File: config.mk
export PLATFORM = sky130hd
export DESIGN_NAME = contiguous_block_allocator_core
export DESIGN_NICKNAME = d
export VERILOG_FILES = /design/src/rtl/cba_pkg.sv /design/src/rtl/contiguous_block_allocator_core.sv /design/src/rtl/cba_ctrl.sv /design/src/rtl/cba_datapath.sv
export SDC_FILE = /design/constraint.sdc
export NUM_CORES = 2
export LEC_CHECK = 0
export BUFFER_PORTS_ARGS = -buffer_cell sky130_fd_sc_hd__buf_4
export CELL_PAD_IN_SITES_DETAIL_PLACEMENT = 1
export CELL_PAD_IN_SITES_GLOBAL_PLACEMENT = 2
export CORE_ASPECT_RATIO = 1.1
export CORE_MARGIN = 1
export CORE_UTILIZATION = 30
export DETAILED_ROUTE_END_ITERATION = 10
export PLACE_DENSITY = 0.54
export RECOVER_POWER = 100
export REMOVE_ABC_BUFFERS = 1
export SYNTH_ARGS = -nofsm -noshare
export SYNTH_HDL_FRONTEND = slang
export SYNTH_SLANG_ARGS = --single-unit
File: constraint.sdc
create_clock -name clock -period 18.05 [get_ports clock]
set_input_delay 2.7075 -clock clock [delete_from_list [all_inputs] [get_ports clock]]
set_output_delay 2.7075 -clock clock [all_outputs]
set_load 0.005 [all_outputs]
File: src/rtl/cba_pkg.sv
package cba_pkg;

   localparam int NUM_BLOCKS = 1024;

   // widths of the transaction fields
   localparam int IDX_W    = 10;
   localparam int CNT_W    = IDX_W + 1;
   localparam int LEN_W    = 24;
   localparam int BSL_W    = 5;
   localparam int STATUS_W = 2;
   localparam int SUM_W    = LEN_W + 1;

   localparam logic [BSL_W-1:0] BSL_RESET = 5'd10;
   localparam logic [BSL_W-1:0] BSL_MAX   = 5'd16;

   localparam logic [CNT_W-1:0] NUM_BLOCKS_C = CNT_W'(NUM_BLOCKS);

   // free map storage: one word holds the free bits of WORD_W blocks
   localparam int WORD_W  = 8;
   localparam int WORDS   = NUM_BLOCKS / WORD_W;
   localparam int WADDR_W = $clog2(WORDS);
   localparam int BIT_W   = $clog2(WORD_W);
   localparam int PTR_W   = WADDR_W + 1;
   localparam int POP_W   = BIT_W + 1;

   localparam int REQ_TDATA_W = 48;
   localparam int RSP_TDATA_W = 40;
   localparam int RSP_PAD_W   = RSP_TDATA_W - (3 * CNT_W + STATUS_W);

   localparam logic OP_ALLOC = 1'b0;
   localparam logic OP_FREE  = 1'b1;

   localparam logic [STATUS_W-1:0] ST_OK       = 2'd0;
   localparam logic [STATUS_W-1:0] ST_NO_SPACE = 2'd1;
   localparam logic [STATUS_W-1:0] ST_BEYOND   = 2'd2;

   typedef enum logic [2:0] {
      RES_ALLOC_OK,
      RES_ALLOC_ZERO,
      RES_NO_SPACE,
      RES_BEYOND,
      RES_FREE_OK
   } res_code_type;

   typedef enum logic [1:0] {
      SRC_HW,
      SRC_SCAN,
      SRC_FREE
   } range_src_type;

   typedef struct packed {
      logic          load;
      logic          calc;
      logic          scan_init;
      logic          scan_step;
      logic          range_load;
      range_src_type range_src;
      logic          mark_step;
      logic          result_load;
      res_code_type  result_code;
   } cmd_type;

   typedef struct packed {
      logic is_free;
      logic cnt_zero;
      logic cnt_fits;
      logic app_ok;
      logic free_beyond;
      logic scan_found;
      logic scan_miss;
      logic mark_done;
   } stat_type;

   typedef struct packed {
      logic [CNT_W-1:0]    used_extent;
      logic [STATUS_W-1:0] status;
      logic [CNT_W-1:0]    run_blocks;
      logic [CNT_W-1:0]    start_index;
   } result_type;

endpackage

File: src/rtl/contiguous_block_allocator_core.sv
// First-fit allocator of contiguous block runs over a 1024-entry free map.
// req channel: one transaction per allocate or free request; tuser is the op
//   (0 allocate, 1 free). rsp channel: exactly one transaction per request,
//   in request order, carrying start index, run length, status, used extent.
// csr port: csr_wr_en writes block_size_log2 (block size 2^n bytes, n>16
//   acts as 16); write only while no request is in flight.
// Path from req acceptance to rsp_tvalid:
//   free with zero count, free beyond the mark, zero-length allocate and
//   out-of-space without a scan: no free map access
//   allocate or free that updates the map: also walks the free map words
//   (8 blocks each) touched by the run
//   allocate that scans first: scans words before that, up to ceil(mark / 8)
// The free map is one 8-bit-wide memory, one read and one write a cycle;
// scan and update each walk it a word per cycle, so one request runs at a time.
// req_tready returns in the cycle after a result is loaded, not before.
// A result waits in an output register; req_tready returns with the next
// request's turn even while rsp_tvalid is held by a stalled receiver, but a
// second result waits until the first is taken.
// Reset clears the high-water mark and free count and sets the block size
// to 1 KiB; map words at or above the mark read as used, so no clearing pass.
module contiguous_block_allocator_core import cba_pkg::*; (
   input  logic                   clock,
   input  logic                   reset,
   input  logic                   csr_wr_en,
   input  logic [BSL_W-1:0]       csr_wr_data,
   input  logic                   req_tvalid,
   output logic                   req_tready,
   // [23:0] byte_length, [33:24] free_start, [44:34] free_count, [47:45] zero
   input  logic [REQ_TDATA_W-1:0] req_tdata,
   // [0] op
   input  logic                   req_tuser,
   output logic                   rsp_tvalid,
   input  logic                   rsp_tready,
   // [10:0] start_index, [21:11] run_blocks, [23:22] status,
   // [34:24] used_extent, [39:35] zero
   output logic [RSP_TDATA_W-1:0] rsp_tdata
);

   cmd_type    cmd;
   stat_type   stat;
   result_type result;
   logic       out_free;
   logic       rsp_valid_ff, rsp_valid_in;
   result_type rsp_res_ff, rsp_res_in;

   assign out_free = !rsp_valid_ff || rsp_tready;

   cba_ctrl u_ctrl (
      .clock    (clock),
      .reset    (reset),
      .in_valid (req_tvalid),
      .out_free (out_free),
      .stat     (stat),
      .in_ready (req_tready),
      .cmd      (cmd)
   );

   cba_datapath u_datapath (
      .clock          (clock),
      .reset          (reset),
      .csr_wr_en      (csr_wr_en),
      .csr_wr_data    (csr_wr_data),
      .in_op          (req_tuser),
      .in_byte_length (req_tdata[LEN_W-1:0]),
      .in_free_start  (req_tdata[LEN_W +: IDX_W]),
      .in_free_count  (req_tdata[LEN_W+IDX_W +: CNT_W]),
      .cmd            (cmd),
      .stat           (stat),
      .result         (result)
   );

   always_comb begin
      rsp_valid_in = rsp_valid_ff;
      rsp_res_in   = rsp_res_ff;
      if (cmd.result_load) begin
         rsp_valid_in = 1'b1;
         rsp_res_in   = result;
      end else if (rsp_tready) begin
         rsp_valid_in = 1'b0;
      end
   end

   always_ff @(posedge clock) begin
      if (reset) begin
         rsp_valid_ff <= 1'b0;
      end else begin
         rsp_valid_ff <= rsp_valid_in;
      end
   end

   always_ff @(posedge clock) begin
      rsp_res_ff <= rsp_res_in;
   end

   assign rsp_tvalid = rsp_valid_ff;
   assign rsp_tdata  = {{RSP_PAD_W{1'b0}}, rsp_res_ff.used_extent, rsp_res_ff.status,
                        rsp_res_ff.run_blocks, rsp_res_ff.start_index};

`ifndef NO_ASSERTIONS
   a_result_slot_free: assert property (@(posedge clock) disable iff (reset)
      cmd.result_load |-> out_free)
      else $error("result loaded over an untaken transaction");

   a_single_request: assert property (@(posedge clock) disable iff (reset)
      (req_tvalid && req_tready) |=> !req_tready)
      else $error("second request taken while one is in flight");

   a_extent_bound: assert property (@(posedge clock) disable iff (reset)
      rsp_valid_ff |-> (rsp_res_ff.used_extent <= NUM_BLOCKS_C))
      else $error("used extent beyond the store");

   a_no_space_empty: assert property (@(posedge clock) disable iff (reset)
      (rsp_valid_ff && (rsp_res_ff.status != ST_OK)) |->
         ((rsp_res_ff.run_blocks == '0) && (rsp_res_ff.start_index == '0)))
      else $error("failed request returned a run");
`endif

endmodule

File: src/rtl/cba_ctrl.sv
module cba_ctrl import cba_pkg::*; (
   input  logic     clock,
   input  logic     reset,
   input  logic     in_valid,
   input  logic     out_free,
   input  stat_type stat,
   output logic     in_ready,
   output cmd_type  cmd
);

   typedef enum logic [5:0] {
      S_IDLE   = 6'b000001,
      S_CALC   = 6'b000010,
      S_DECIDE = 6'b000100,
      S_SCAN   = 6'b001000,
      S_MARK   = 6'b010000,
      S_RESULT = 6'b100000
   } state_type;

   state_type    state_ff, state_in;
   res_code_type res_code_ff, res_code_in;

   always_comb begin
      state_in        = state_ff;
      res_code_in     = res_code_ff;
      cmd             = '0;
      cmd.result_code = res_code_ff;
      in_ready        = 1'b0;
      unique case (state_ff)
         S_IDLE: begin
            in_ready = 1'b1;
            if (in_valid) begin
               cmd.load = 1'b1;
               state_in = S_CALC;
            end
         end
         S_CALC: begin
            cmd.calc = 1'b1;
            state_in = S_DECIDE;
         end
         S_DECIDE: begin
            if (stat.is_free) begin
               if (stat.cnt_zero) begin
                  res_code_in = RES_FREE_OK;
                  state_in    = S_RESULT;
               end else if (stat.free_beyond) begin
                  res_code_in = RES_BEYOND;
                  state_in    = S_RESULT;
               end else begin
                  cmd.range_load = 1'b1;
                  cmd.range_src  = SRC_FREE;
                  res_code_in    = RES_FREE_OK;
                  state_in       = S_MARK;
               end
            end else if (stat.cnt_zero) begin
               res_code_in = RES_ALLOC_ZERO;
               state_in    = S_RESULT;
            end else if (stat.cnt_fits) begin
               cmd.scan_init = 1'b1;
               state_in      = S_SCAN;
            end else if (stat.app_ok) begin
               cmd.range_load = 1'b1;
               cmd.range_src  = SRC_HW;
               res_code_in    = RES_ALLOC_OK;
               state_in       = S_MARK;
            end else begin
               res_code_in = RES_NO_SPACE;
               state_in    = S_RESULT;
            end
         end
         S_SCAN: begin
            cmd.scan_step = 1'b1;
            if (stat.scan_found) begin
               cmd.range_load = 1'b1;
               cmd.range_src  = SRC_SCAN;
               res_code_in    = RES_ALLOC_OK;
               state_in       = S_MARK;
            end else if (stat.scan_miss) begin
               // no free run below the mark: append instead
               if (stat.app_ok) begin
                  cmd.range_load = 1'b1;
                  cmd.range_src  = SRC_HW;
                  res_code_in    = RES_ALLOC_OK;
                  state_in       = S_MARK;
               end else begin
                  res_code_in = RES_NO_SPACE;
                  state_in    = S_RESULT;
               end
            end
         end
         S_MARK: begin
            cmd.mark_step = 1'b1;
            if (stat.mark_done) begin
               state_in = S_RESULT;
            end
         end
         S_RESULT: begin
            if (out_free) begin
               cmd.result_load = 1'b1;
               state_in        = S_IDLE;
            end
         end
         default: begin
            state_in = S_IDLE;
         end
      endcase
   end

   always_ff @(posedge clock) begin
      if (reset) begin
         state_ff    <= S_IDLE;
         res_code_ff <= RES_FREE_OK;
      end else begin
         state_ff    <= state_in;
         res_code_ff <= res_code_in;
      end
   end

endmodule

File: src/rtl/cba_datapath.sv
module cba_datapath import cba_pkg::*; (
   input  logic             clock,
   input  logic             reset,
   input  logic             csr_wr_en,
   input  logic [BSL_W-1:0] csr_wr_data,
   input  logic             in_op,
   input  logic [LEN_W-1:0] in_byte_length,
   input  logic [IDX_W-1:0] in_free_start,
   input  logic [CNT_W-1:0] in_free_count,
   input  cmd_type          cmd,
   output stat_type         stat,
   output result_type       result
);

   function automatic logic [POP_W-1:0] popcount(input logic [WORD_W-1:0] v);
      logic [POP_W-1:0] n;
      n = '0;
      for (int j = 0; j < WORD_W; j++) begin
         n = n + POP_W'(v[j]);
      end
      return n;
   endfunction

   logic [BSL_W-1:0]   bsl_ff, bsl_in;
   logic               op_ff, op_in;
   logic [LEN_W-1:0]   len_ff, len_in;
   logic [IDX_W-1:0]   fstart_ff, fstart_in;
   logic [CNT_W-1:0]   fcount_ff, fcount_in;
   logic [LEN_W-1:0]   count_ff, count_in;
   logic [CNT_W-1:0]   hw_ff, hw_in;
   logic [CNT_W-1:0]   ft_ff, ft_in;
   logic [CNT_W-1:0]   lo_ff, lo_in;
   logic [CNT_W-1:0]   hi_ff, hi_in;
   logic [PTR_W-1:0]   rptr_ff, rptr_in;
   logic               rd_valid_ff, rd_valid_in;
   logic [WADDR_W-1:0] pw_ff, pw_in;
   logic [CNT_W-1:0]   run_ff, run_in;
   logic               found_ff, found_in;
   logic [CNT_W-1:0]   fend_ff, fend_in;
   logic [WORD_W-1:0]  rdata_ff;

   logic [WORD_W-1:0]  mem [WORDS];

   logic [BSL_W-1:0]   bsl_clamp;
   logic [SUM_W-1:0]   round_add;
   logic [SUM_W-1:0]   len_sum;
   logic [LEN_W-1:0]   alloc_cnt;
   logic [CNT_W-1:0]   cnt_short;
   logic [CNT_W-1:0]   base_idx;
   logic [WORD_W-1:0]  vmask, rmask, mword;
   logic [CNT_W-1:0]   run_c;
   logic               hit_c;
   logic [CNT_W-1:0]   fend_c;
   logic [CNT_W-1:0]   lo_c, hi_c;
   logic [CNT_W-1:0]   hw_m1, hi_m1;
   logic [WADDR_W-1:0] last_scan, last_mark;
   logic               scan_proc, mark_proc;
   logic               scan_issue, mark_issue;
   logic               mem_we;
   logic [WORD_W-1:0]  mem_wdata;
   logic [CNT_W-1:0]   extent_c;
   logic [CNT_W:0]     free_end;

   // block count: byte length rounded up to whole blocks
   always_comb begin
      bsl_clamp = (bsl_ff > BSL_MAX) ? BSL_MAX : bsl_ff;
      round_add = (SUM_W'(1) << bsl_clamp) - SUM_W'(1);
      len_sum   = SUM_W'(len_ff) + round_add;
      alloc_cnt = LEN_W'(len_sum >> bsl_clamp);
   end

   assign cnt_short = count_ff[CNT_W-1:0];
   assign base_idx  = {1'b0, pw_ff, {BIT_W{1'b0}}};

   // bits at or above the high-water mark are masked and read as used
   always_comb begin
      for (int j = 0; j < WORD_W; j++) begin
         vmask[j] = (base_idx | CNT_W'(j)) < hw_ff;
         rmask[j] = ((base_idx | CNT_W'(j)) >= lo_ff) && ((base_idx | CNT_W'(j)) < hi_ff);
      end
      mword = rdata_ff & vmask;
   end

   // run of free bits carried across words, first hit wins
   always_comb begin
      run_c  = run_ff;
      hit_c  = 1'b0;
      fend_c = '0;
      for (int j = 0; j < WORD_W; j++) begin
         if (!hit_c) begin
            run_c = mword[j] ? run_c + CNT_W'(1) : '0;
            if (run_c == cnt_short) begin
               hit_c  = 1'b1;
               fend_c = (base_idx | CNT_W'(j)) + CNT_W'(1);
            end
         end
      end
   end

   always_comb begin
      unique case (cmd.range_src)
         SRC_HW: begin
            lo_c = hw_ff;
            hi_c = hw_ff + cnt_short;
         end
         SRC_SCAN: begin
            lo_c = fend_ff - cnt_short;
            hi_c = fend_ff;
         end
         SRC_FREE: begin
            lo_c = {1'b0, fstart_ff};
            hi_c = {1'b0, fstart_ff} + fcount_ff;
         end
         default: begin
            lo_c = hw_ff;
            hi_c = hw_ff;
         end
      endcase
   end

   assign hw_m1     = hw_ff - CNT_W'(1);
   assign hi_m1     = hi_ff - CNT_W'(1);
   assign last_scan = hw_m1[IDX_W-1:BIT_W];
   assign last_mark = hi_m1[IDX_W-1:BIT_W];

   assign scan_issue = cmd.scan_step && !found_ff && (rptr_ff <= {1'b0, last_scan});
   assign mark_issue = cmd.mark_step && (rptr_ff <= {1'b0, last_mark});
   assign scan_proc  = cmd.scan_step && rd_valid_ff && !found_ff;
   assign mark_proc  = cmd.mark_step && rd_valid_ff;

   assign mem_we    = mark_proc;
   assign mem_wdata = (op_ff == OP_FREE) ? (mword | rmask) : (mword & ~rmask);

   assign extent_c = (hi_ff > hw_ff) ? hi_ff : hw_ff;
   assign free_end = (CNT_W+1)'(fstart_ff) + (CNT_W+1)'(fcount_ff);

   always_comb begin
      bsl_in      = csr_wr_en ? csr_wr_data : bsl_ff;
      op_in       = op_ff;
      len_in      = len_ff;
      fstart_in   = fstart_ff;
      fcount_in   = fcount_ff;
      count_in    = count_ff;
      hw_in       = hw_ff;
      ft_in       = ft_ff;
      lo_in       = lo_ff;
      hi_in       = hi_ff;
      rptr_in     = rptr_ff;
      rd_valid_in = 1'b0;
      pw_in       = pw_ff;
      run_in      = run_ff;
      found_in    = found_ff;
      fend_in     = fend_ff;

      if (cmd.load) begin
         op_in     = in_op;
         len_in    = in_byte_length;
         fstart_in = in_free_start;
         fcount_in = in_free_count;
      end
      if (cmd.calc) begin
         count_in = (op_ff == OP_FREE) ? LEN_W'(fcount_ff) : alloc_cnt;
      end

      if (cmd.scan_init) begin
         rptr_in  = '0;
         run_in   = '0;
         found_in = 1'b0;
      end else if (cmd.range_load) begin
         lo_in   = lo_c;
         hi_in   = hi_c;
         rptr_in = PTR_W'(lo_c[IDX_W-1:BIT_W]);
      end else if (scan_issue || mark_issue) begin
         rd_valid_in = 1'b1;
         pw_in       = rptr_ff[WADDR_W-1:0];
         rptr_in     = rptr_ff + PTR_W'(1);
      end

      if (scan_proc) begin
         run_in = run_c;
         if (hit_c) begin
            found_in = 1'b1;
            fend_in  = fend_c;
         end
      end

      if (mark_proc) begin
         if (op_ff == OP_FREE) begin
            ft_in = ft_ff + CNT_W'(popcount(~mword & rmask));
         end else begin
            ft_in = ft_ff - CNT_W'(popcount(mword & rmask));
         end
      end

      if (cmd.result_load && (cmd.result_code == RES_ALLOC_OK)) begin
         hw_in = extent_c;
      end
   end

   always_ff @(posedge clock) begin
      if (reset) begin
         bsl_ff      <= BSL_RESET;
         hw_ff       <= '0;
         ft_ff       <= '0;
         rd_valid_ff <= 1'b0;
         found_ff    <= 1'b0;
      end else begin
         bsl_ff      <= bsl_in;
         hw_ff       <= hw_in;
         ft_ff       <= ft_in;
         rd_valid_ff <= rd_valid_in;
         found_ff    <= found_in;
      end
   end

   always_ff @(posedge clock) begin
      op_ff     <= op_in;
      len_ff    <= len_in;
      fstart_ff <= fstart_in;
      fcount_ff <= fcount_in;
      count_ff  <= count_in;
      lo_ff     <= lo_in;
      hi_ff     <= hi_in;
      rptr_ff   <= rptr_in;
      pw_ff     <= pw_in;
      run_ff    <= run_in;
      fend_ff   <= fend_in;
   end

   // free map memory, one write and one read port
   always_ff @(posedge clock) begin
      if (mem_we) begin
         mem[pw_ff] <= mem_wdata;
      end
      rdata_ff <= mem[rptr_ff[WADDR_W-1:0]];
   end

   always_comb begin
      stat.is_free     = (op_ff == OP_FREE);
      stat.cnt_zero    = (count_ff == '0);
      stat.cnt_fits    = (count_ff <= LEN_W'(ft_ff));
      stat.app_ok      = (count_ff <= LEN_W'(NUM_BLOCKS_C - hw_ff));
      stat.free_beyond = (free_end > (CNT_W+1)'(hw_ff));
      stat.scan_found  = found_ff;
      stat.scan_miss   = !found_ff && !rd_valid_ff && (rptr_ff > {1'b0, last_scan});
      stat.mark_done   = !rd_valid_ff && (rptr_ff > {1'b0, last_mark});
   end

   always_comb begin
      unique case (cmd.result_code)
         RES_ALLOC_OK: begin
            result.start_index = lo_ff;
            result.run_blocks  = cnt_short;
            result.status      = ST_OK;
            result.used_extent = extent_c;
         end
         RES_ALLOC_ZERO: begin
            result.start_index = hw_ff;
            result.run_blocks  = '0;
            result.status      = ST_OK;
            result.used_extent = hw_ff;
         end
         RES_NO_SPACE: begin
            result.start_index = '0;
            result.run_blocks  = '0;
            result.status      = ST_NO_SPACE;
            result.used_extent = hw_ff;
         end
         RES_BEYOND: begin
            result.start_index = '0;
            result.run_blocks  = '0;
            result.status      = ST_BEYOND;
            result.used_extent = hw_ff;
         end
         default: begin
            result.start_index = '0;
            result.run_blocks  = '0;
            result.status      = ST_OK;
            result.used_extent = hw_ff;
         end
      endcase
   end

endmodule
==> flow_metrics.env <==
export IMPL_status="finished with violations"
export IMPL_violations="capacitance limit, slew limit"
export IMPL_rsz0062_at_grt="no"
export IMPL_synth_edf_count=1180
export IMPL_die_x_um=443
export IMPL_root_buffer="clkbuf_16"
export IMPL_final_util=0.341
export IMPL_grt_pass1_wl_mm=320
export IMPL_yosysUniqueCellTypes=126
export IMPL_cp_slowest_cell="o2bb2ai_1"
export IMPL_slowest_delay_ps=1040
export IMPL_final_cells=7710
export IMPL_core_sq_um=212000
export IMPL_slew_headroom=-4.06
export IMPL_skew_ps=59.7
export IMPL_first_global_vias=43400
export IMPL_synth_area_leader_cell="edfxtp_1"
export IMPL_setup_tns_ps=0
export IMPL_timing_final_max_slew_violations=1740
export IMPL_drc=0
export IMPL_cts_made_buffers=142
export IMPL_die_area_sq_um=216000
export IMPL_wire_per_inst_um=28.5
export IMPL_synth_area_sq_um=64200
export IMPL_ys_ff_latch=1235
export IMPL_startpoint_type="flop"
export IMPL_final_nets=5097
export IMPL_num_vias=41400
export IMPL_power_density_nw_per_um2=103
export IMPL_critical_path_class="reg -> reg"
export IMPL_async_flop_share=0
export IMPL_synth_most_common_cell="edfxtp_1"
export IMPL_setup_viol=0
export IMPL_worstMarginPinSlew_ps=7600
export IMPL_placed_cells=7450
export IMPL_insertion_delay_ps=820
export IMPL_syn_mean_instance_area_sq_um=13.5
export IMPL_fin_hold_ws_ps=477
export IMPL_crit_fanout=16
export IMPL_p_leak_nw=24.1
export IMPL_drive_gt1_frac=0.159
export IMPL_end_kind="flop"
export IMPL_hp_class="reg -> reg"
export IMPL_ctsResizeCount=0
export IMPL_grt_usage=0.202
export IMPL_drtAntennaViolNets=0
export IMPL_drv_cap=39
export IMPL_wirelength_mm=219
export IMPL_r2r_start="u_datapath.hw_ff[7]$_SDFFE_PP0P_"
export IMPL_worstPathRequired_ps=18460
export IMPL_portBuffers=92
export IMPL_areaGrowthSynthToFinish_pct=12.8
export IMPL_htreeDepth=4
export IMPL_grt_overflow_total=0
export IMPL_fin_crit_sh=0.929
export IMPL_min_from="u_datapath.ft_ff[5]$_SDFFE_PP0P_"
export IMPL_cts_sinks=1235
export IMPL_peakVddDrop_mv=0.0851
export IMPL_ys_top_cells_by_count="edfxtp_1, nor2_1, mux4_2"
export IMPL_num_io_pins=101
export IMPL_antenna_found_initial=4
export IMPL_die_y_um=487
export IMPL_yosysWarnings=0
export IMPL_netlist_instances=4741
export IMPL_post_cts_buffers=0
export IMPL_ys_seq_area_frac=0.569
export IMPL_hold_viol_final=0
export IMPL_max_freq_ghz=0.0597
export IMPL_gp_congestion=0.808
export IMPL_via_per_inst=5.37
export IMPL_cts_path_max_buffers=3
export IMPL_synth_area_leaders="edfxtp_1, mux4_2, ha_1"
export IMPL_fin_crit_ps=16760
export IMPL_grt_max_degree=112
export IMPL_clk_pin_slew_ps=60
export IMPL_synth_top_area_share=0.552
export IMPL_rows=177
export IMPL_initialDrtViolationCount=2658
export IMPL_cts_hold_buf=0
export IMPL_synthFlopType="edfxtp_1"
export IMPL_cts_tree="done"
export IMPL_crit_arrival_ps=17170
export IMPL_hpwl_mm=149
export IMPL_initial_utilization=0.303
export IMPL_rrSetupSlack_ps=1290
export IMPL_critPathLaunch="u_datapath.hw_ff[7]$_SDFFE_PP0P_"
export IMPL_dr_pass1_iters=6
logic make-up (layout without fill, tap and decap cells):
logic type,count (synthesis),after routing,synth area share
xor gates and xnor gates,150,150,0.0213
other,2,13,0.000117
and+or+nand+nor,1280,1280,0.0996
adders and majority gates,218,218,0.0440
buffers and inverters,490,674,0.0305
DFF,1235,1235,0.569
muxes,460,460,0.138
AOI/OAI and AO/OA,906,906,0.0974
final timing paths:
check,to,depth (start not counted)
setup / recovery,u_datapath.fend_ff[3]$_DFFE_PP_,47
hold / removal,u_datapath.ft_ff[5]$_SDFFE_PP0P_,2
setup reg to reg,u_datapath.fend_ff[3]$_DFFE_PP_,47
hold reg to reg,u_datapath.ft_ff[5]$_SDFFE_PP0P_,2
metrics by stage:
stage	area, sq um	setup WS [ps]	total power, W
after floorplan	63100	4160	0.00424
after global placement	68200	2120	0.00462
after detailed placement	68200	1930	0.00464
after CTS	72700	1890	0.00752
after global routing	72400	531	0.00775
final	72500	1290	0.00746
power breakdown:
group / switching (W) / internal (W) / total [W] / leakage [nW]
Clock: 0.00121 / 0.00165 / 0.00286 / 2.21
Sequential: 0.0000701 / 0.00331 / 0.00338 / 11.3
Combinational: 0.000768 / 0.000458 / 0.00123 / 10.6
flip-flops by register name, indices dropped and copies added, names as in the netlist, 5 cells and up:
name / count
u_datapath.fend_ff: 11
u_datapath.hw_ff: 11
u_datapath.count_ff: 24
u_ctrl.state_ff: 6
u_datapath.bsl_ff: 5
u_datapath.rptr_ff: 8
u_datapath.fcount_ff: 11
u_datapath.len_ff: 24
u_datapath.lo_ff: 11
u_datapath.run_ff: 11
rsp_tdata: 35
u_datapath.rdata_ff: 8
u_datapath.ft_ff: 11
u_datapath.pw_ff: 7
u_datapath.hi_ff: 11
u_datapath.mem: 1024
u_datapath.fstart_ff: 10
worst max-delay path: cells and delay by family (launching register included):
family / cells / cell delay [ps]
DFF: 1 / 560
xor gates and xnor gates: 2 / 390
muxes: 1 / 300
AOI/OAI and AO/OA: 17 / 7460
and+or+nand+nor: 17 / 4680
adders and majority gates: 4 / 1480
buffers and inverters: 6 / 1420
placed cells by master, fill, tap and decap left out, types with 34 or more instances in the layout:
cell type,Yosys,routed
clkbuf_16,0,146
nor4_1,40,40
clkbuf_4,0,61
buf_4,15,80
and3_1,50,50
inv_1,211,212
edfxtp_1,1180,1180
a31oi_1,39,39
xor2_1,34,34
o21ai_0,144,143
nand4_1,49,49
nor2b_1,44,44
a211oi_1,64,64
nor2_1,402,401
ha_1,205,205
nand3_1,129,129
a21o_1,51,51
a21oi_1,225,225
mux2i_1,96,96
xnor2_1,112,112
clkbuf_1,180,95
nor3_1,86,83
mux4_2,336,336
dfxtp_1,55,55
nand2_1,260,260
area by class of cell:
class	count	area, sq um
clock buffers	186	3820
multi-input cells	3026	25800
flip-flops and latches	1235	36500
well taps	2774	3470
clock inverters	73	731
fillers	22200	140000
inverters	217	815
diodes	1	2.50
repair buffers	198	1270
metal layers:
metal  global-route usage  wire (um)  vias to the layer above
li1                     -          -                    18800
met1                0.273      99000                    21700
met2                0.346     109000                      689
met3               0.0238       6710                      224
met4               0.0464       4660                        0
met5                    0          0                        -
Power figures use the tool's default switching activity.
